--- config.mk ---
export PLATFORM = sky130hd
export DESIGN_NAME = gold_code_chip_generator
export DESIGN_NICKNAME = d
export VERILOG_FILES = /design/src/rtl/gcg_pkg.sv /design/src/rtl/gcg_datapath.sv /design/src/rtl/gcg_ctrl.sv /design/src/rtl/gold_code_chip_generator.sv
export SDC_FILE = /design/constraint.sdc
export NUM_CORES = 1
export LEC_CHECK = 0
export BUFFER_PORTS_ARGS = -buffer_cell sky130_fd_sc_hd__buf_4
export CAP_MARGIN = 15
export CELL_PAD_IN_SITES_DETAIL_PLACEMENT = 0
export CELL_PAD_IN_SITES_GLOBAL_PLACEMENT = 1
export CORE_MARGIN = 2
export CORE_UTILIZATION = 48
export DETAILED_ROUTE_END_ITERATION = 10
export GPL_ROUTABILITY_DRIVEN = 0
export PLACE_DENSITY_LB_ADDON = 0.1
export REMOVE_ABC_BUFFERS = 1
export SETUP_SLACK_MARGIN = 0.3
export SYNTH_ARGS = -nofsm -noshare
export SYNTH_HDL_FRONTEND = slang
export SYNTH_SLANG_ARGS = --single-unit
--- constraint.sdc ---
create_clock -name clk -period 8.5 [get_ports clk]
set_clock_uncertainty 0.2 [all_clocks]
set_input_delay 1.7 -clock clk [delete_from_list [all_inputs] [get_ports clk]]
set_output_delay 1.7 -clock clk [all_outputs]
set_load 0.01 [all_outputs]
--- src/rtl/gcg_pkg.sv ---
// ----------------------------------------------------------------------------
// gcg_pkg
// Shared constants, command/status types and LFSR helpers for the Gold code
// chip generator.
// ----------------------------------------------------------------------------
package gcg_pkg;

    // Longest LFSR supported and the width of the stage count register
    localparam int MAX_STAGES = 16;
    localparam int MIN_STAGES = 3;
    localparam int STG_W      = 5;
    localparam int PRN_SHIFT  = 3;

    // Configuration register indexes
    localparam logic [1:0] CFG_NUM_STAGES = 2'd0;
    localparam logic [1:0] CFG_G1_TAPS    = 2'd1;
    localparam logic [1:0] CFG_G2_TAPS    = 2'd2;

    // Reset values of the configuration registers
    localparam logic [STG_W-1:0]      RST_NUM_STAGES = 5'd10;
    localparam logic [MAX_STAGES-1:0] RST_G1_TAPS    = 16'd516;
    localparam logic [MAX_STAGES-1:0] RST_G2_TAPS    = 16'd934;

    // Controller to datapath commands
    typedef struct packed {
        logic load;        // restart: reload LFSRs, load alignment count
        logic align_step;  // advance G2 once, count down
        logic emit;        // register one chip, step both LFSRs
        logic reject;      // register a rejected-PRN word
    } gcg_cmd_t;

    // Datapath to controller status
    typedef struct packed {
        logic prn_bad;     // incoming PRN is out of range
        logic align_zero;  // no alignment steps left
    } gcg_stat_t;

    // Clamp the stage count into the supported range
    function automatic logic [STG_W-1:0] eff_stages(input logic [STG_W-1:0] ns);
        logic [STG_W-1:0] s;
        s = ns;
        if (ns < STG_W'(MIN_STAGES)) s = STG_W'(MIN_STAGES);
        if (ns > STG_W'(MAX_STAGES)) s = STG_W'(MAX_STAGES);
        return s;
    endfunction

    // Ones in the used stages; equals the period
    function automatic logic [MAX_STAGES-1:0] stage_mask(input logic [STG_W-1:0] s);
        logic [MAX_STAGES:0] m;
        m = ({{MAX_STAGES{1'b0}}, 1'b1} << s) - {{MAX_STAGES{1'b0}}, 1'b1};
        return m[MAX_STAGES-1:0];
    endfunction

    // One right shift of a Fibonacci LFSR, feedback into the top used stage
    function automatic logic [MAX_STAGES-1:0] lfsr_next(
        input logic [MAX_STAGES-1:0] reg_in,
        input logic [MAX_STAGES-1:0] taps,
        input logic [STG_W-1:0]      s
    );
        logic [MAX_STAGES-1:0] r;
        logic                  fb;
        logic [3:0]            top;
        r   = reg_in & stage_mask(s);
        fb  = r[0];
        top = 4'(s - 5'd1);
        // power k+1 taps stage s-1-k
        for (int k = 0; k < MAX_STAGES; k++) begin
            if (k < int'(s)) begin
                fb = fb ^ (taps[k] & r[4'(int'(s) - 1 - k)]);
            end
        end
        return (r >> 1) | (MAX_STAGES'(fb) << top);
    endfunction

endpackage

--- src/rtl/gcg_datapath.sv ---
// ----------------------------------------------------------------------------
// gcg_datapath
// Configuration registers, the two LFSRs, chip position, alignment counter
// and the output word register.
// ----------------------------------------------------------------------------
module gcg_datapath (
    input  logic                           clk,
    input  logic                           rst_n,
    input  logic                           cfg_write,
    input  logic [1:0]                     cfg_index,
    input  logic [gcg_pkg::MAX_STAGES-1:0] cfg_data,
    input  logic [gcg_pkg::MAX_STAGES-1:0] prn_code,
    input  gcg_pkg::gcg_cmd_t              cmd,
    output gcg_pkg::gcg_stat_t             stat,
    output logic                           chip,
    output logic [gcg_pkg::MAX_STAGES-1:0] chip_index,
    output logic                           last_chip,
    output logic                           prn_rejected
);

    localparam int W = gcg_pkg::MAX_STAGES;

    logic [gcg_pkg::STG_W-1:0] num_stages_reg;
    logic [W-1:0]              g1_taps_reg;
    logic [W-1:0]              g2_taps_reg;
    logic [W-1:0]              g1_reg, g1_next;
    logic [W-1:0]              g2_reg, g2_next;
    logic [W-1:0]              pos_reg, pos_next;
    logic [W-1:0]              align_reg, align_next;
    logic                      chip_reg, chip_next;
    logic [W-1:0]              index_reg, index_next;
    logic                      last_reg, last_next;
    logic                      rej_reg, rej_next;

    logic [gcg_pkg::STG_W-1:0] stages;
    logic [W-1:0]              period;
    logic [3:0]                top;
    logic [W:0]                prn_sum;
    logic [W:0]                pos_inc;
    logic [W-1:0]              align_calc;

    // Configuration registers
    always_ff @(posedge clk or negedge rst_n)
    begin
        if (!rst_n)
        begin
            num_stages_reg <= gcg_pkg::RST_NUM_STAGES;
            g1_taps_reg    <= gcg_pkg::RST_G1_TAPS;
            g2_taps_reg    <= gcg_pkg::RST_G2_TAPS;
        end
        else if (cfg_write)
        begin
            case (cfg_index)
                gcg_pkg::CFG_NUM_STAGES: num_stages_reg <= cfg_data[gcg_pkg::STG_W-1:0];
                gcg_pkg::CFG_G1_TAPS:    g1_taps_reg    <= cfg_data;
                gcg_pkg::CFG_G2_TAPS:    g2_taps_reg    <= cfg_data;
                default:                 ;
            endcase
        end
    end

    // Derived stage values
    assign stages     = gcg_pkg::eff_stages(num_stages_reg);
    assign period     = gcg_pkg::stage_mask(stages);
    assign top        = 4'(stages - 5'd1);
    assign prn_sum    = {1'b0, prn_code} + (W+1)'(gcg_pkg::PRN_SHIFT);
    assign pos_inc    = {1'b0, pos_reg} + {{W{1'b0}}, 1'b1};
    // prn + 3 <= period here, so no wrap is needed
    assign align_calc = period - prn_sum[W-1:0];

    assign stat.prn_bad    = prn_sum >= ({{W{1'b0}}, 1'b1} << stages);
    assign stat.align_zero = (align_reg == '0);

    // Next-state logic
    always_comb
    begin
        g1_next    = g1_reg;
        g2_next    = g2_reg;
        pos_next   = pos_reg;
        align_next = align_reg;
        chip_next  = chip_reg;
        index_next = index_reg;
        last_next  = last_reg;
        rej_next   = rej_reg;
        if (cmd.load)
        begin
            g1_next    = period;
            g2_next    = period;
            pos_next   = '0;
            align_next = align_calc;
        end
        if (cmd.align_step)
        begin
            g2_next    = gcg_pkg::lfsr_next(g2_reg, g2_taps_reg, stages);
            align_next = align_reg - {{(W-1){1'b0}}, 1'b1};
        end
        if (cmd.emit)
        begin
            chip_next  = g1_reg[top] ^ g2_reg[top];
            index_next = pos_reg;
            last_next  = (pos_reg == (period - {{(W-1){1'b0}}, 1'b1}));
            rej_next   = 1'b0;
            g1_next    = gcg_pkg::lfsr_next(g1_reg, g1_taps_reg, stages);
            g2_next    = gcg_pkg::lfsr_next(g2_reg, g2_taps_reg, stages);
            pos_next   = (pos_inc >= {1'b0, period}) ? '0 : pos_inc[W-1:0];
        end
        if (cmd.reject)
        begin
            chip_next  = 1'b0;
            index_next = '0;
            last_next  = 1'b0;
            rej_next   = 1'b1;
        end
    end

    // Code state registers
    always_ff @(posedge clk or negedge rst_n)
    begin
        if (!rst_n)
        begin
            g1_reg    <= gcg_pkg::stage_mask(gcg_pkg::RST_NUM_STAGES);
            g2_reg    <= gcg_pkg::stage_mask(gcg_pkg::RST_NUM_STAGES);
            pos_reg   <= '0;
            align_reg <= '0;
        end
        else
        begin
            g1_reg    <= g1_next;
            g2_reg    <= g2_next;
            pos_reg   <= pos_next;
            align_reg <= align_next;
        end
    end

    // Output word register
    always_ff @(posedge clk)
    begin
        chip_reg  <= chip_next;
        index_reg <= index_next;
        last_reg  <= last_next;
        rej_reg   <= rej_next;
    end

    assign chip         = chip_reg;
    assign chip_index   = index_reg;
    assign last_chip    = last_reg;
    assign prn_rejected = rej_reg;

endmodule

--- src/rtl/gcg_ctrl.sv ---
// ----------------------------------------------------------------------------
// gcg_ctrl
// Controller: input/output handshakes and the restart alignment sequence.
// ----------------------------------------------------------------------------
module gcg_ctrl (
    input  logic               clk,
    input  logic               rst_n,
    input  logic               in_valid,
    output logic               in_ready,
    input  logic               restart,
    output logic               out_valid,
    input  logic               out_ready,
    input  gcg_pkg::gcg_stat_t stat,
    output gcg_pkg::gcg_cmd_t  cmd
);

    typedef enum logic {
        ST_IDLE,
        ST_ALIGN
    } state_t;

    state_t state_reg, state_next;
    logic   out_valid_reg, out_valid_next;
    logic   slot_free;
    logic   accept;

    // Output slot is free when empty or being drained this cycle
    assign slot_free = !out_valid_reg || out_ready;
    assign in_ready  = (state_reg == ST_IDLE) && slot_free;
    assign accept    = in_valid && in_ready;
    assign out_valid = out_valid_reg;

    // Sequencing
    always_comb
    begin
        state_next      = state_reg;
        cmd             = '0;
        out_valid_next  = out_valid_reg && !out_ready;
        case (state_reg)
            ST_IDLE:
            begin
                if (accept)
                begin
                    if (!restart)
                    begin
                        cmd.emit       = 1'b1;
                        out_valid_next = 1'b1;
                    end
                    else if (stat.prn_bad)
                    begin
                        cmd.reject     = 1'b1;
                        out_valid_next = 1'b1;
                    end
                    else
                    begin
                        cmd.load   = 1'b1;
                        state_next = ST_ALIGN;
                    end
                end
            end
            ST_ALIGN:
            begin
                if (stat.align_zero)
                begin
                    cmd.emit       = 1'b1;
                    out_valid_next = 1'b1;
                    state_next     = ST_IDLE;
                end
                else
                begin
                    cmd.align_step = 1'b1;
                end
            end
            default:
            begin
                state_next = ST_IDLE;
            end
        endcase
    end

    // State and registered outputs
    always_ff @(posedge clk or negedge rst_n)
    begin
        if (!rst_n)
        begin
            state_reg     <= ST_IDLE;
            out_valid_reg <= 1'b0;
        end
        else
        begin
            state_reg     <= state_next;
            out_valid_reg <= out_valid_next;
        end
    end

`ifndef SYNTHESIS
    // A word is never written over one that has not been taken
    assert property (@(posedge clk) disable iff (!rst_n)
        (cmd.emit || cmd.reject) |-> slot_free)
        else $error("gcg_ctrl: output word overwritten");

    // No input is taken during alignment
    assert property (@(posedge clk) disable iff (!rst_n)
        (state_reg == ST_ALIGN) |-> !in_ready)
        else $error("gcg_ctrl: input accepted during alignment");

    // A good restart always enters alignment
    assert property (@(posedge clk) disable iff (!rst_n)
        (accept && restart && !stat.prn_bad) |=> (state_reg == ST_ALIGN))
        else $error("gcg_ctrl: restart skipped alignment");

    // Alignment and emission never share a cycle
    assert property (@(posedge clk) disable iff (!rst_n)
        cmd.align_step |-> (!cmd.emit && !cmd.load && !out_valid_next))
        else $error("gcg_ctrl: alignment step overlaps a chip");
`endif

endmodule

--- src/rtl/gold_code_chip_generator.sv ---
// The output word for a next-chip word or a rejected PRN is registered in the
// cycle after the input word is taken. Throughput: one chip per cycle while
// the output side keeps taking words and no restart is aligning. A restart
// reloads the LFSRs and makes A = (2^stages-1) - prn - 3 G2 steps, one a cycle.
// Reset (rst_n, asynchronous, active low): stages 10, taps 516/934, both
// LFSRs all ones, chip position zero, no word pending.
// ----------------------------------------------------------------------------
// gold_code_chip_generator
// Gold code chip generator from two configurable Fibonacci LFSRs with
// PRN-selected G2 phase.
// ----------------------------------------------------------------------------
module gold_code_chip_generator (
    input  logic                           clk,
    input  logic                           rst_n,
    input  logic                           cfg_write,
    input  logic [1:0]                     cfg_index,
    input  logic [gcg_pkg::MAX_STAGES-1:0] cfg_data,
    input  logic                           in_valid,
    output logic                           in_ready,
    input  logic                           restart,
    input  logic [gcg_pkg::MAX_STAGES-1:0] prn_code,
    output logic                           out_valid,
    input  logic                           out_ready,
    output logic                           chip,
    output logic [gcg_pkg::MAX_STAGES-1:0] chip_index,
    output logic                           last_chip,
    output logic                           prn_rejected
);

    gcg_pkg::gcg_cmd_t  cmd;
    gcg_pkg::gcg_stat_t stat;

    // Controller
    gcg_ctrl u_ctrl (
        .clk       (clk),
        .rst_n     (rst_n),
        .in_valid  (in_valid),
        .in_ready  (in_ready),
        .restart   (restart),
        .out_valid (out_valid),
        .out_ready (out_ready),
        .stat      (stat),
        .cmd       (cmd)
    );

    // Datapath
    gcg_datapath u_datapath (
        .clk          (clk),
        .rst_n        (rst_n),
        .cfg_write    (cfg_write),
        .cfg_index    (cfg_index),
        .cfg_data     (cfg_data),
        .prn_code     (prn_code),
        .cmd          (cmd),
        .stat         (stat),
        .chip         (chip),
        .chip_index   (chip_index),
        .last_chip    (last_chip),
        .prn_rejected (prn_rejected)
    );

endmodule

After elaboration in Yosys (flattened, before gate mapping)
Cells that the tools add are included.

storage, ports and cells
  output and inout port bits = 21
  bits in latches = 0
  bits in read-only memories = 0
  RAM bits = 0
  memories kept = 0
  register bits after elaboration = 122
  word-level logic and storage cells = 405
  input bits = 40

operators by class
  shift-type cells = 4
  eq/ne operators = 3
  $lt $le $gt $ge = 37
  reductions and logical operators = 14
  divide/modulo/power cells = 0
  multiplexer cells = 225
  multipliers = 0
  add/subtract/negate cells = 23
  bitwise logic cells = 86

operator list
  kind                                                         number
  2-to-1 mux 1 bit                                             176
  2-to-1 mux 16 bit                                            9
  binary-select mux 1 bit (select 4 bit)                       34
  less-than comparator 4 x 6 -> 1 bit (second input constant)  16
  OR 15 x 16 -> 16 bit                                         3
  << shifter 1 x 4 -> 16 bit                                   3
  subtractor 16 x 1 -> 16 bit (second input constant)          3
  bitwise XOR 1 bit                                            48
  less-than comparator 4 x 5 -> 1 bit (first input constant)   8
  bitwise AND 1 bit                                            32
  bitwise AND 16 bit                                           2
  subtractor 4 bit (second input constant)                     8
  less-than comparator 3 x 5 -> 1 bit (first input constant)   4
  adder 16 x 1 -> 17 bit (second input constant)               1
  adder 16 x 2 -> 17 bit (second input constant)               1
  >= comparator 17 x 16 -> 1 bit                               1
  >= comparator 17 bit                                         1
  << shifter 1 x 5 -> 17 bit (first input constant)            1
  equality test 16 bit                                         1
  logical NOT 16 bit                                           1
  subtractor 16 bit                                            1
  subtractor 4 x 3 -> 4 bit (second input constant)            4
  subtractor 4 x 1 -> 4 bit (second input constant)            3
  less-than comparator 1 x 5 -> 1 bit (first input constant)   2
  18 further kinds                                             29

Longest topological paths before layout
Gate-level depths: netlist (run 1).

  word-level depth = 62
  depth in mapped cells = 30
  mapped depth without buffers = 23

Hierarchy
Synthesis (run 1) repeated with hierarchy kept, for this count alone.

unflattened totals
  cells, all modules = 1511
  area total of the unflattened synthesis = 12441.9 µm²

by module, submodules not included
  module        area an instance (µm²)  sequential area each (µm²)  cells each  times used
  gcg_datapath  12310.6                 2945.3                      1495        1
  gcg_ctrl      131.4                   50.0                        16          1

Worst setup path before layout (run 1)
No wires, ideal clock.

  kind = register -> register
  start point = register u_datapath.num_stages_reg[3] (netlist name)
  end point = register u_datapath.pos_reg[2]
  library setup time = 79 ps
  period minus slack after synthesis = 6788 ps
  path slack = 1712 ps
  data required time = 8221 ps
  cell stages (with the launch flop) = 30
  path buffers = 6
  arrival = 6509 ps
  cells stage by stage = dfstp_2 buf_2 o21ba_2 nor2_2 inv_1 clkbuf_1 clkbuf_1 buf_1 ha_1 or4b_1 clkbuf_1 ha_1 inv_1 xnor2_1 inv_1 ha_1 o21a_1 o21a_1 o21a_1 o21a_1 o21a_1 o21a_1 o21ai_0 a21oi_1 o31ai_1 a21boi_0 o31ai_1 clkbuf_1 nand3_1 mux2i_1

on the way
  word-level cells in the longest chain between the ends = 10
  elaborated cells between the ends (all ways) = 15
  those cells by class = 1 x add/sub; 4 x order compare; 1 x shift; 8 x mux; 1 x reduce/logical

RTL lines
  what                                                                    line                 RTL
  start: declaration                                                      gcg_datapath.sv:23   logic [gcg_pkg::STG_W-1:0] num_stages_reg;
  start signal: assignment                                                gcg_datapath.sv:47   num_stages_reg <= gcg_pkg::RST_NUM_STAGES;
  start signal: assignment                                                gcg_datapath.sv:54   gcg_pkg::CFG_NUM_STAGES: num_stages_reg <= cfg_data[gcg_pkg::STG_W-1:0];
  less-than comparator 5 x 2 -> 1 bit                                     gcg_pkg.sv:42        if (ns < STG_W'(MIN_STAGES)) s = STG_W'(MIN_STAGES);
  2-to-1 mux 5 bit                                                        gcg_pkg.sv:42
  2-to-1 mux 5 bit *                                                      gcg_pkg.sv:43        if (ns > STG_W'(MAX_STAGES)) s = STG_W'(MAX_STAGES);
  << shifter 1 x 5 -> 17 bit *                                            gcg_pkg.sv:50        m = ({{MAX_STAGES{1'b0}}, 1'b1} << s) - {{MAX_STAGES{1'b0}}, 1'b1};
  branches (longest 6 deep; another with >= comparator 17 x 16 -> 1 bit)  n/a
  end signal: assignment                                                  gcg_datapath.sv:130  pos_reg <= pos_next;
  end: declaration                                                        gcg_datapath.sv:28   logic [W-1:0] pos_reg, pos_next;

Mark *: on every way between the ends.
A chain may end at the register's enable or synchronous reset.

Worst setup path after layout (run 1)
  start point = register u_datapath.num_stages_reg[3] (netlist name)
  end point = register u_datapath.g2_reg[13]

on the way
  word-level cells in the longest chain between the ends = 62
  elaborated cells between the ends (all ways) = 211
  those cells by class = 18 x add/sub; 19 x order compare; 3 x shift; 120 x mux; 50 x bitwise; 1 x reduce/logical

RTL lines
  what                                                  line                 RTL
  less-than comparator 5 x 2 -> 1 bit                   gcg_pkg.sv:42
  2-to-1 mux 5 bit                                      gcg_pkg.sv:42
  2-to-1 mux 5 bit *                                    gcg_pkg.sv:43
  << shifter 1 x 5 -> 17 bit                            gcg_pkg.sv:50
  subtractor 16 x 1 -> 16 bit                           gcg_pkg.sv:50
  bitwise AND 16 bit                                    gcg_pkg.sv:63        r = reg_in & stage_mask(s);
  binary-select mux 1 bit (select 4 bit)                gcg_pkg.sv:69        fb = fb ^ (taps[k] & r[4'(int'(s) - 1 - k)]);
  2-to-1 mux 1 bit (not written as such) (2 in series)  gcg_pkg.sv:69
  [... 45 more ...]                                     n/a
  2-to-1 mux 1 bit                                      gcg_datapath.sv:92   if (cmd.align_step)
  bitwise XOR 1 bit                                     gcg_pkg.sv:69
  2-to-1 mux 1 bit                                      gcg_pkg.sv:68        if (k < int'(s)) begin
  2-to-1 mux 1 bit                                      gcg_datapath.sv:92
  << shifter 1 x 4 -> 16 bit                            gcg_pkg.sv:72        return (r >> 1) | (MAX_STAGES'(fb) << top);
  OR 15 x 16 -> 16 bit                                  gcg_pkg.sv:72
  2-to-1 mux 16 bit                                     gcg_datapath.sv:92
  2-to-1 mux 16 bit                                     gcg_datapath.sv:97   if (cmd.emit)
  end signal: assignment                                gcg_datapath.sv:122  g2_reg <= gcg_pkg::stage_mask(gcg_pkg::RST_NUM_STAGES);
  end signal: assignment                                gcg_datapath.sv:129  g2_reg <= g2_next;
  end: declaration                                      gcg_datapath.sv:27   logic [W-1:0] g2_reg, g2_next;

Mark *: on every way between the ends. The rest lies on a longest branch, timed or not. The select of a mux whose other input is x is not followed.

==> results of run 1 <==
==> final timing paths <==
| kind | start | cells past startpoint | slack [ns] | end |
|---|---|---|---|---|
| setup / recovery | u_datapath.num_stages_reg[3]$_DFFE_PN1P_ | 21 | 1.04 | u_datapath.g2_reg[13]$_DFFE_PN0P_ |
| hold / removal | u_datapath.chip_index[3]$_SDFFE_PP0P_ | 2 | 0.25 | u_datapath.chip_index[3]$_SDFFE_PP0P_ |
| setup reg to reg | u_datapath.num_stages_reg[3]$_DFFE_PN1P_ | 21 | 1.04 | u_datapath.g2_reg[13]$_DFFE_PN0P_ |
| hold reg to reg | u_datapath.chip_index[3]$_SDFFE_PP0P_ | 2 | 0.25 | u_datapath.chip_index[3]$_SDFFE_PP0P_ |
| max in group asynchronous | rst_n | 2 | 5.84 | u_datapath.g2_reg[12]$_DFFE_PN0P_ |
| min in group asynchronous | rst_n | 1 | 1.09 | u_datapath.pos_reg[9]$_DFFE_PN0P_ |
==> critical path, cell delays in order (launching register included) <==
cell                        delay, ns
sky130_fd_sc_hd__dfstp_2         0.98
sky130_fd_sc_hd__o21ba_2         0.27
sky130_fd_sc_hd__nor2_4          0.04
sky130_fd_sc_hd__buf_4           0.32
sky130_fd_sc_hd__ha_1            0.51
sky130_fd_sc_hd__nand3_1         0.34
sky130_fd_sc_hd__ha_1            0.29
sky130_fd_sc_hd__inv_1           0.11
sky130_fd_sc_hd__xnor2_1         0.73
sky130_fd_sc_hd__inv_1           0.32
sky130_fd_sc_hd__o22ai_1         0.35
sky130_fd_sc_hd__mux2_2          0.26
sky130_fd_sc_hd__o21ai_0         0.10
sky130_fd_sc_hd__a2111oi_0       0.46
sky130_fd_sc_hd__nor3_1          0.12
sky130_fd_sc_hd__xnor2_1         0.20
sky130_fd_sc_hd__xnor2_1         0.14
sky130_fd_sc_hd__xnor3_1         0.41
sky130_fd_sc_hd__xor2_1          0.48
sky130_fd_sc_hd__nor2_1          0.20
sky130_fd_sc_hd__a221oi_1        0.35
sky130_fd_sc_hd__a21oi_1         0.07
==> kinds of logic after synthesis <==
group	after synthesis
AND/OR/NAND/NOR	496
AO/OA/AOI/OAI	391
buffers and inverters	152
flip-flops	122
multiplexers	95
XOR/XNOR	86
adder cells (fa/ha/maj)	66
==> per-layer routing <==
metal / GRT usage / share of wire / vias up
met2: 0.466 / 0.43 / 577
met3: 0.0630 / 0.10 / 81
met1: 0.468 / 0.44 / 5585
met4: 0.105 / 0.029 / 0
met5: 0 / 0 / -
li1: - / - / 5256
==> cells in the final DEF, fill, tap and decap left out, drive strengths merged, types with 17 or more instances in the layout <==
master  count
nand2     173
dfrtp      73
xor2       24
nand3      47
ha         65
o21a       18
buf        82
inv        79
o211ai     25
nor2b      23
mux4       17
clkbuf     18
and3       25
mux2       43
nor3       24
xnor2      55
mux2i      35
or3        23
o21ai      66
a21oi     103
dfstp      30
nor2       80
a31oi      19
dfxtp      19
==> layout make-up <==
class / count / area share
Antenna cell: 1 / 0.000192
Timing Repair Buffer: 82 / 0.0475
Tap cell: 324 / 0.0311
Sequential cell: 122 / 0.230
Inverter: 74 / 0.0213
Multi-Input combinational cell: 1134 / 0.626
Clock buffer: 18 / 0.0337
Clock inverter: 14 / 0.0106
==> per-stage QoR <==
stage	std cells	hold slack [ns]	setup slack, ns	TNS (ns)
final	1769	0.253	1.04	0
after global routing	1768	0.269	0.711	0
after CTS	1767	0.257	1.31	0
after detailed placement	1735	0.245	1.37	0
after global placement	1735	0.237	1.60	0
after floorplan	1330	0.267	-1.38	-49.17
==> power breakdown <==
part / total, mW / internal [mW] / switching (mW)
registers: 1.01 / 0.778 / 0.229
logic: 3.23 / 1.27 / 1.95
clock network: 0.738 / 0.417 / 0.321
total: 4.97 / 2.47 / 2.50
==> key figures, run 1 <==
Synth
  – Yosys warns: 0
  – Cell type contributing the most total cell area after synthesis: sky130_fd_sc_hd__dfrtp_1
  – Syn Area/Cell: 8.34 sq um
  – Compound-Gate Fraction of Synth Area: 0.229
  – Largest family of logic cells by synthesized area: compound AO/OA/AOI/OAI gates
  – Mapped cell area: 11700 sq um
  – Post-synth EDFFs: 0
  – Top-area cell type share of the netlist area: 0.156
  – Most numerous cell types in the synthesized netlist: 173 x sky130_fd_sc_hd__nand2_1, 103 x sky130_fd_sc_hd__a21oi_1, 74 x sky130_fd_sc_hd__nor2_1
  – Post-Synth Adder-Cell Area: 0.0710
  – Top_reg_cell synth: sky130_fd_sc_hd__dfrtp_1
  – Async set-reset flop share out of synthesis: 0.844
  – Synth top area cells: sky130_fd_sc_hd__dfrtp_1 16%, sky130_fd_sc_hd__ha_1 6.9%, sky130_fd_sc_hd__dfstp_2 6.7%, sky130_fd_sc_hd__nand2_1 5.5%, sky130_fd_sc_hd__a21oi_1 4.4%
  – Multiplexer share of the synthesized area: 0.104
  – Sequential-to-total area share from yosys stat: 0.255
  – Fraction of the mapped netlist area in simple logic gates: 0.213
  – Fraction of synthesized cell area in xor and xnor cells: 0.0762
  – Leading cell type by number of instances after synthesis: sky130_fd_sc_hd__nand2_1
  – Netlist cell types: 98
  – Post-synthesis instance total: 1408
  – Number of synthesized register bits: 122

Job
  – Number of max-cap violations: 0

GRT
  – Maximum number of pins on one net before global-route repair: 53
  – Total routing resource utilization after global routing: 0.318
  – First-pass GRT wire length: 63100 um
  – Antenna violations before repair: 1
  – Number of global-route vias before repair: 10678
  – GRT Residual Overflow: 0

Route
  – Final WL: 40900 um
  – Drt first pass iters: 6
  – Routed wirelength normalized by instance count: 23.1 um
  – Post-route ant nets: 0
  – Drt via density: 6.50
  – Starting DRT DRC Count: 1302
  – Number of DRC violations after detailed routing: 0
  – Total number of vias: 11499

Clock tree
  – Clock tree from TritonCTS: built
  – Maximum level of the CTS H-tree: 4
  – Setup Fix Bufs, Post-CTS: 0
  – Cells resized by post-CTS repair: 0
  – Clock transition at the registers of the reported paths: 0.08 ns
  – Number of hold buffers added after cts: 0
  – Buffer cell driving the clock tree root: sky130_fd_sc_hd__clkbuf_16
  – Sinks on the clock net: 122
  – Skew-Pair Late Insertion Delay: 0.44 ns
  – Total CTS buffers: 17
  – Worst-case clock buffer depth: 2

Timing
  – Share of the cycle needed by the critical path after routing: 0.877
  – Final count of negative-setup-slack endpoints: 0
  – RSZ-0062 raised after global routing: false
  – Achievable frequency: 0.134 GHz
  – Worst Max-Slew Pin Slew: 1.15 ns
  – Relative slew slack: 0.229
  – Number of hold violations in the final report: 0
  – Minimum period implied by the final worst setup slack: 7.46 ns
  – Max-slew violations: 0

Finish
  – Design Area, Final: 13000 sq um
  – Number of nets in the final layout: 1537
  – Area occupied by multi-input gates: 8160 sq um
  – Area growth syn-to-layout: 11.1%
  – Fraction of layout cells with a size suffix above 1: 0.175
  – Number of filler cells placed in the layout: 2326
  – Layout Utilization: 0.539
  – Register area: 3000 sq um

Floorplanning
  – Die Area: 25700 sq um
  – # rows: 57
  – I/O pin cnt: 61
  – Width of the die: 160 um
  – Floorplan die height: 160 um
  – Area of the core: 24200 sq um
  – Initial Util: 0.486

Hold path
  – Hold Crit Class: flip-flop to flip-flop

Critical path
  – Crit path capture type: flip-flop
  – Critical Setup Path Class: flip-flop to flip-flop
  – Element type at the critical path start: flip-flop
  – Worst EP required: 8.57 ns
  – Maximum fanout along the worst path: 45
  – Worst endpoint data arrival time: 7.53 ns

Pwr
  – Final Total Pwr: 4.97 mW
  – Leakage power summed over all cells: 5.49 nW
  – Maximum vdd drop: 0.000239 V
  – Pwr/cell area: 381 nW/um^2

Placement
  – Post-DP HPWL: 30100 um
  – Count of input and output buffers: 60
  – Standard cell area after detailed placement: 12400 sq um

Outcome
  – Run status: finished clean
No activity file was read; power rests on OpenSTA's default activity.
==> inputs of run 2 (changes only) <==
- CELL_PAD_IN_SITES_DETAIL_PLACEMENT: 0 -> 2
- CELL_PAD_IN_SITES_GLOBAL_PLACEMENT: 1 -> 2
- CORE_UTILIZATION: 48 -> 39
==> run 2 against run 1 <==
  * Sequential power hardly changed
  * Count of clock-buffer cells in the layout is 2 higher
  * Combinational power is 6.5% higher
  * Die area is 22% higher
  * Sequential share of layout area is 0.31 points lower
  * Non-clock buffer count is 6 higher
  * Setup slack worse by 0.25 ns
  * Total power is 6.0% higher
  * Maximum frequency is 3.3% lower
  * Via count is 4.4% higher
  * First-iteration DRC count is 26% lower
  * Critical path type unchanged
  * Largest cell class unchanged
==> key figures, run 2 (synthesis results as in run 1) <==
Outcome
  – Run status: finished clean

Floorplanning
  – # rows: 63 (+11%)
  – Floorplan die height: 178 um (+11%)
  – Width of the die: 178 um (+11%)
  – Initial Util: 0.396 (-0.0895)
  – Die Area: 31500 sq um (+22%)
  – Area of the core: 29600 sq um (+23%)
  – I/O pin cnt: 61 (unchanged)

Clock tree
  – Buffer cell driving the clock tree root: sky130_fd_sc_hd__clkbuf_16
  – Number of hold buffers added after cts: 0 (unchanged)
  – Maximum level of the CTS H-tree: 4 (unchanged)
  – Clock transition at the registers of the reported paths: 0.07 ns (about the same)
  – Sinks on the clock net: 122 (unchanged)
  – Worst-case clock buffer depth: 2 (unchanged)
  – Total CTS buffers: 17 (unchanged)
  – Cells resized by post-CTS repair: 0 (unchanged)
  – Setup Fix Bufs, Post-CTS: 0 (unchanged)
  – Skew-Pair Late Insertion Delay: 0.45 ns (about the same)
  – Clock tree from TritonCTS: built

Route
  – Drt first pass iters: 5 (-1)
  – Total number of vias: 12007 (+4.4%)
  – Drt via density: 6.53 (+0.39%)
  – Number of DRC violations after detailed routing: 0 (unchanged)
  – Routed wirelength normalized by instance count: 27.5 um (+19%)
  – Post-route ant nets: 0 (unchanged)
  – Final WL: 50500 um (+23%)
  – Starting DRT DRC Count: 959 (-26%)

Pwr
  – Pwr/cell area: 399 nW/um^2 (+4.6%)
  – Final Total Pwr: 5.27 mW (+6.0%)
  – Leakage power summed over all cells: 5.54 nW (+0.86%)
  – Maximum vdd drop: 0.000216 V (-9.3%)

Timing
  – Final count of negative-setup-slack endpoints: 0 (unchanged)
  – Minimum period implied by the final worst setup slack: 7.71 ns (+0.250 ns)
  – Max-slew violations: 0 (unchanged)
  – Number of hold violations in the final report: 0 (unchanged)
  – Worst Max-Slew Pin Slew: 1.20 ns (+0.0501 ns)
  – Final hold slack: 0.258 ns (+0.00485 ns)
  – Relative slew slack: 0.193 (-0.0363)
  – RSZ-0062 raised after global routing: false
  – Share of the cycle needed by the critical path after routing: 0.907 (+0.0295)
  – Achievable frequency: 0.130 GHz (-3.3%)

Critical path
  – CP Cell Sequence: nor2_1 > o21ai_1 > ha_1 > buf_4 > or4b_1 > ha_1 > inv_1 > xnor2_1 > inv_1 > o22ai_1 > mux2_2 > o21ai_0 > a2111oi_0 > nor3_1 > xnor2_1 > xnor2_1 > xnor3_1 > xor2_1 > nor2_1 > a221oi_1 > a21oi_1
  – Crit path capture type: flip-flop
  – Critical Setup Path Class: flip-flop to flip-flop
  – Buffers & Inverters on Critical Path: 3 (unchanged)
  – Cell seen most often among critical-path stages: sky130_fd_sc_hd__xnor2_1
  – Maximum fanout along the worst path: 36 (-20%)
  – Worst stage delay on the critical path: 0.98 ns (about the same)
  – Slowest stage cell, crit path: sky130_fd_sc_hd__dfstp_2
  – Cell family with most CP delay: compound AO/OA/AOI/OAI gates
  – Worst EP required: 8.58 ns (about the same)
  – Launching instance or port of the critical path: u_datapath.num_stages_reg[3]$_DFFE_PN1P_
  – Element type at the critical path start: flip-flop
  – Worst endpoint data arrival time: 7.79 ns (+0.26 ns)
  – Startpoint of the worst-slack reg-to-reg timing path: u_datapath.num_stages_reg[3]$_DFFE_PN1P_

GRT
  – Maximum number of pins on one net before global-route repair: 57 (+7.5%)
  – GRT Max-Usage Layer: met2
  – Met3 Use GR: 0.0512 (-0.0118)
  – GRT Residual Overflow: 0 (unchanged)
  – Met2 global-route usage: 0.526 (+0.0604)
  – Fraction of met1 tracks used by global routing: 0.451 (-0.0168)
  – Antenna violations before repair: 0 (-1)
  – First-pass GRT wire length: 77700 um (+23%)
  – Total routing resource utilization after global routing: 0.327 (+0.00881)
  – Number of global-route vias before repair: 12591 (+18%)

Finish
  – Number of filler cells placed in the layout: 3315 (+43%)
  – Fraction of layout cells with a size suffix above 1: 0.179 (+0.00341)
  – Commonest non-fill, non-tap cell in the layout: sky130_fd_sc_hd__nand2_1
  – Layout Utilization: 0.446 (-0.0934)
  – Number of nets in the final layout: 1543 (+0.39%)
  – Commonest non-fill, non-tap cells in the layout: 173 x sky130_fd_sc_hd__nand2_1, 103 x sky130_fd_sc_hd__a21oi_1, 88 x sky130_fd_sc_hd__buf_4, 74 x sky130_fd_sc_hd__nor2_1, 73 x sky130_fd_sc_hd__dfrtp_1
  – Area growth syn-to-layout: 12.6%
  – Design Area, Final: 13200 sq um (+1.4%)
  – Antenna cells: 0 (-1)

Hold path
  – Hold Crit Class: flip-flop to flip-flop
  – Origin of the worst min-delay path: u_datapath.chip_index[2]$_SDFFE_PP0P_

Placement
  – Standard cell area after detailed placement: 12600 sq um (+1.0%)
  – Count of input and output buffers: 60 (unchanged)
  – Post-DP HPWL: 37500 um (+25%)

Job
  – Number of max-cap violations: 0 (unchanged)
## run 2: cell type report
class | count | area [sq um] | share of cell area
Tap cell | 390 | 488 | 0.0369
Inverter | 74 | 278 | 0.0210
Timing Repair Buffer | 88 | 661 | 0.0500
Sequential cell | 122 | 3000 | 0.227
Clock inverter | 12 | 161 | 0.0122
Multi-Input combinational cell | 1134 | 8160 | 0.618
Clock buffer | 20 | 468 | 0.0354
## run 2: worst reg2reg max path, stage by stage (launching register included)
cell and delay, ns:
sky130_fd_sc_hd__dfstp_2 0.98, sky130_fd_sc_hd__nor2_1 0.19, sky130_fd_sc_hd__o21ai_1 0.37, sky130_fd_sc_hd__ha_1 0.22, sky130_fd_sc_hd__buf_4 0.20, sky130_fd_sc_hd__or4b_1 0.67
sky130_fd_sc_hd__ha_1 0.34, sky130_fd_sc_hd__inv_1 0.14, sky130_fd_sc_hd__xnor2_1 0.46, sky130_fd_sc_hd__inv_1 0.36, sky130_fd_sc_hd__o22ai_1 0.46, sky130_fd_sc_hd__mux2_2 0.28
sky130_fd_sc_hd__o21ai_0 0.12, sky130_fd_sc_hd__a2111oi_0 0.49, sky130_fd_sc_hd__nor3_1 0.13, sky130_fd_sc_hd__xnor2_1 0.16, sky130_fd_sc_hd__xnor2_1 0.20, sky130_fd_sc_hd__xnor3_1 0.44
sky130_fd_sc_hd__xor2_1 0.48, sky130_fd_sc_hd__nor2_1 0.22, sky130_fd_sc_hd__a221oi_1 0.37, sky130_fd_sc_hd__a21oi_1 0.07
## run 2: stage by stage
stage	instances	setup TNS, ns	worst slack (ns)
4_1_cts	1839	0	0.811
5_1_grt	1840	0	0.488
6_report	1840	0	0.793
2_1_floorplan	1330	-49.17	-1.38
3_3_place_gp	1806	0	1.27
3_5_place_dp	1807	0	0.924
## run 2: path summary, 6_finish.rpt
kind                                                               to  slack, ns  depth (start not counted)
max in group asynchronous           u_datapath.g2_reg[13]$_DFFE_PN0P_       5.82                          2
min in group asynchronous          u_datapath.pos_reg[12]$_DFFE_PN0P_       1.12                          1
worst max-delay path                u_datapath.g2_reg[13]$_DFFE_PN0P_       0.79                         21
worst min register to register  u_datapath.chip_index[2]$_SDFFE_PP0P_       0.26                          2
worst min-delay path            u_datapath.chip_index[2]$_SDFFE_PP0P_       0.26                          2
worst max register to register      u_datapath.g2_reg[13]$_DFFE_PN0P_       0.79                         21
## run 2: where the power goes
part	switching (mW)	total, mW	internal [mW]	leakage [nW]
sequential	0.241	1.02	0.778	1.35
combinational	2.14	3.44	1.29	3.89
clock	0.324	0.814	0.490	0.299
total	2.71	5.27	2.56	5.54
## run 2: layer usage
layer  share of wire  routed length, um  vias up
met5               0                  0        -
met4           0.024               1190        0
met3           0.070               3530       90
met2            0.46              23500      451
met1            0.44              22400     6199
li1                -                  -     5267
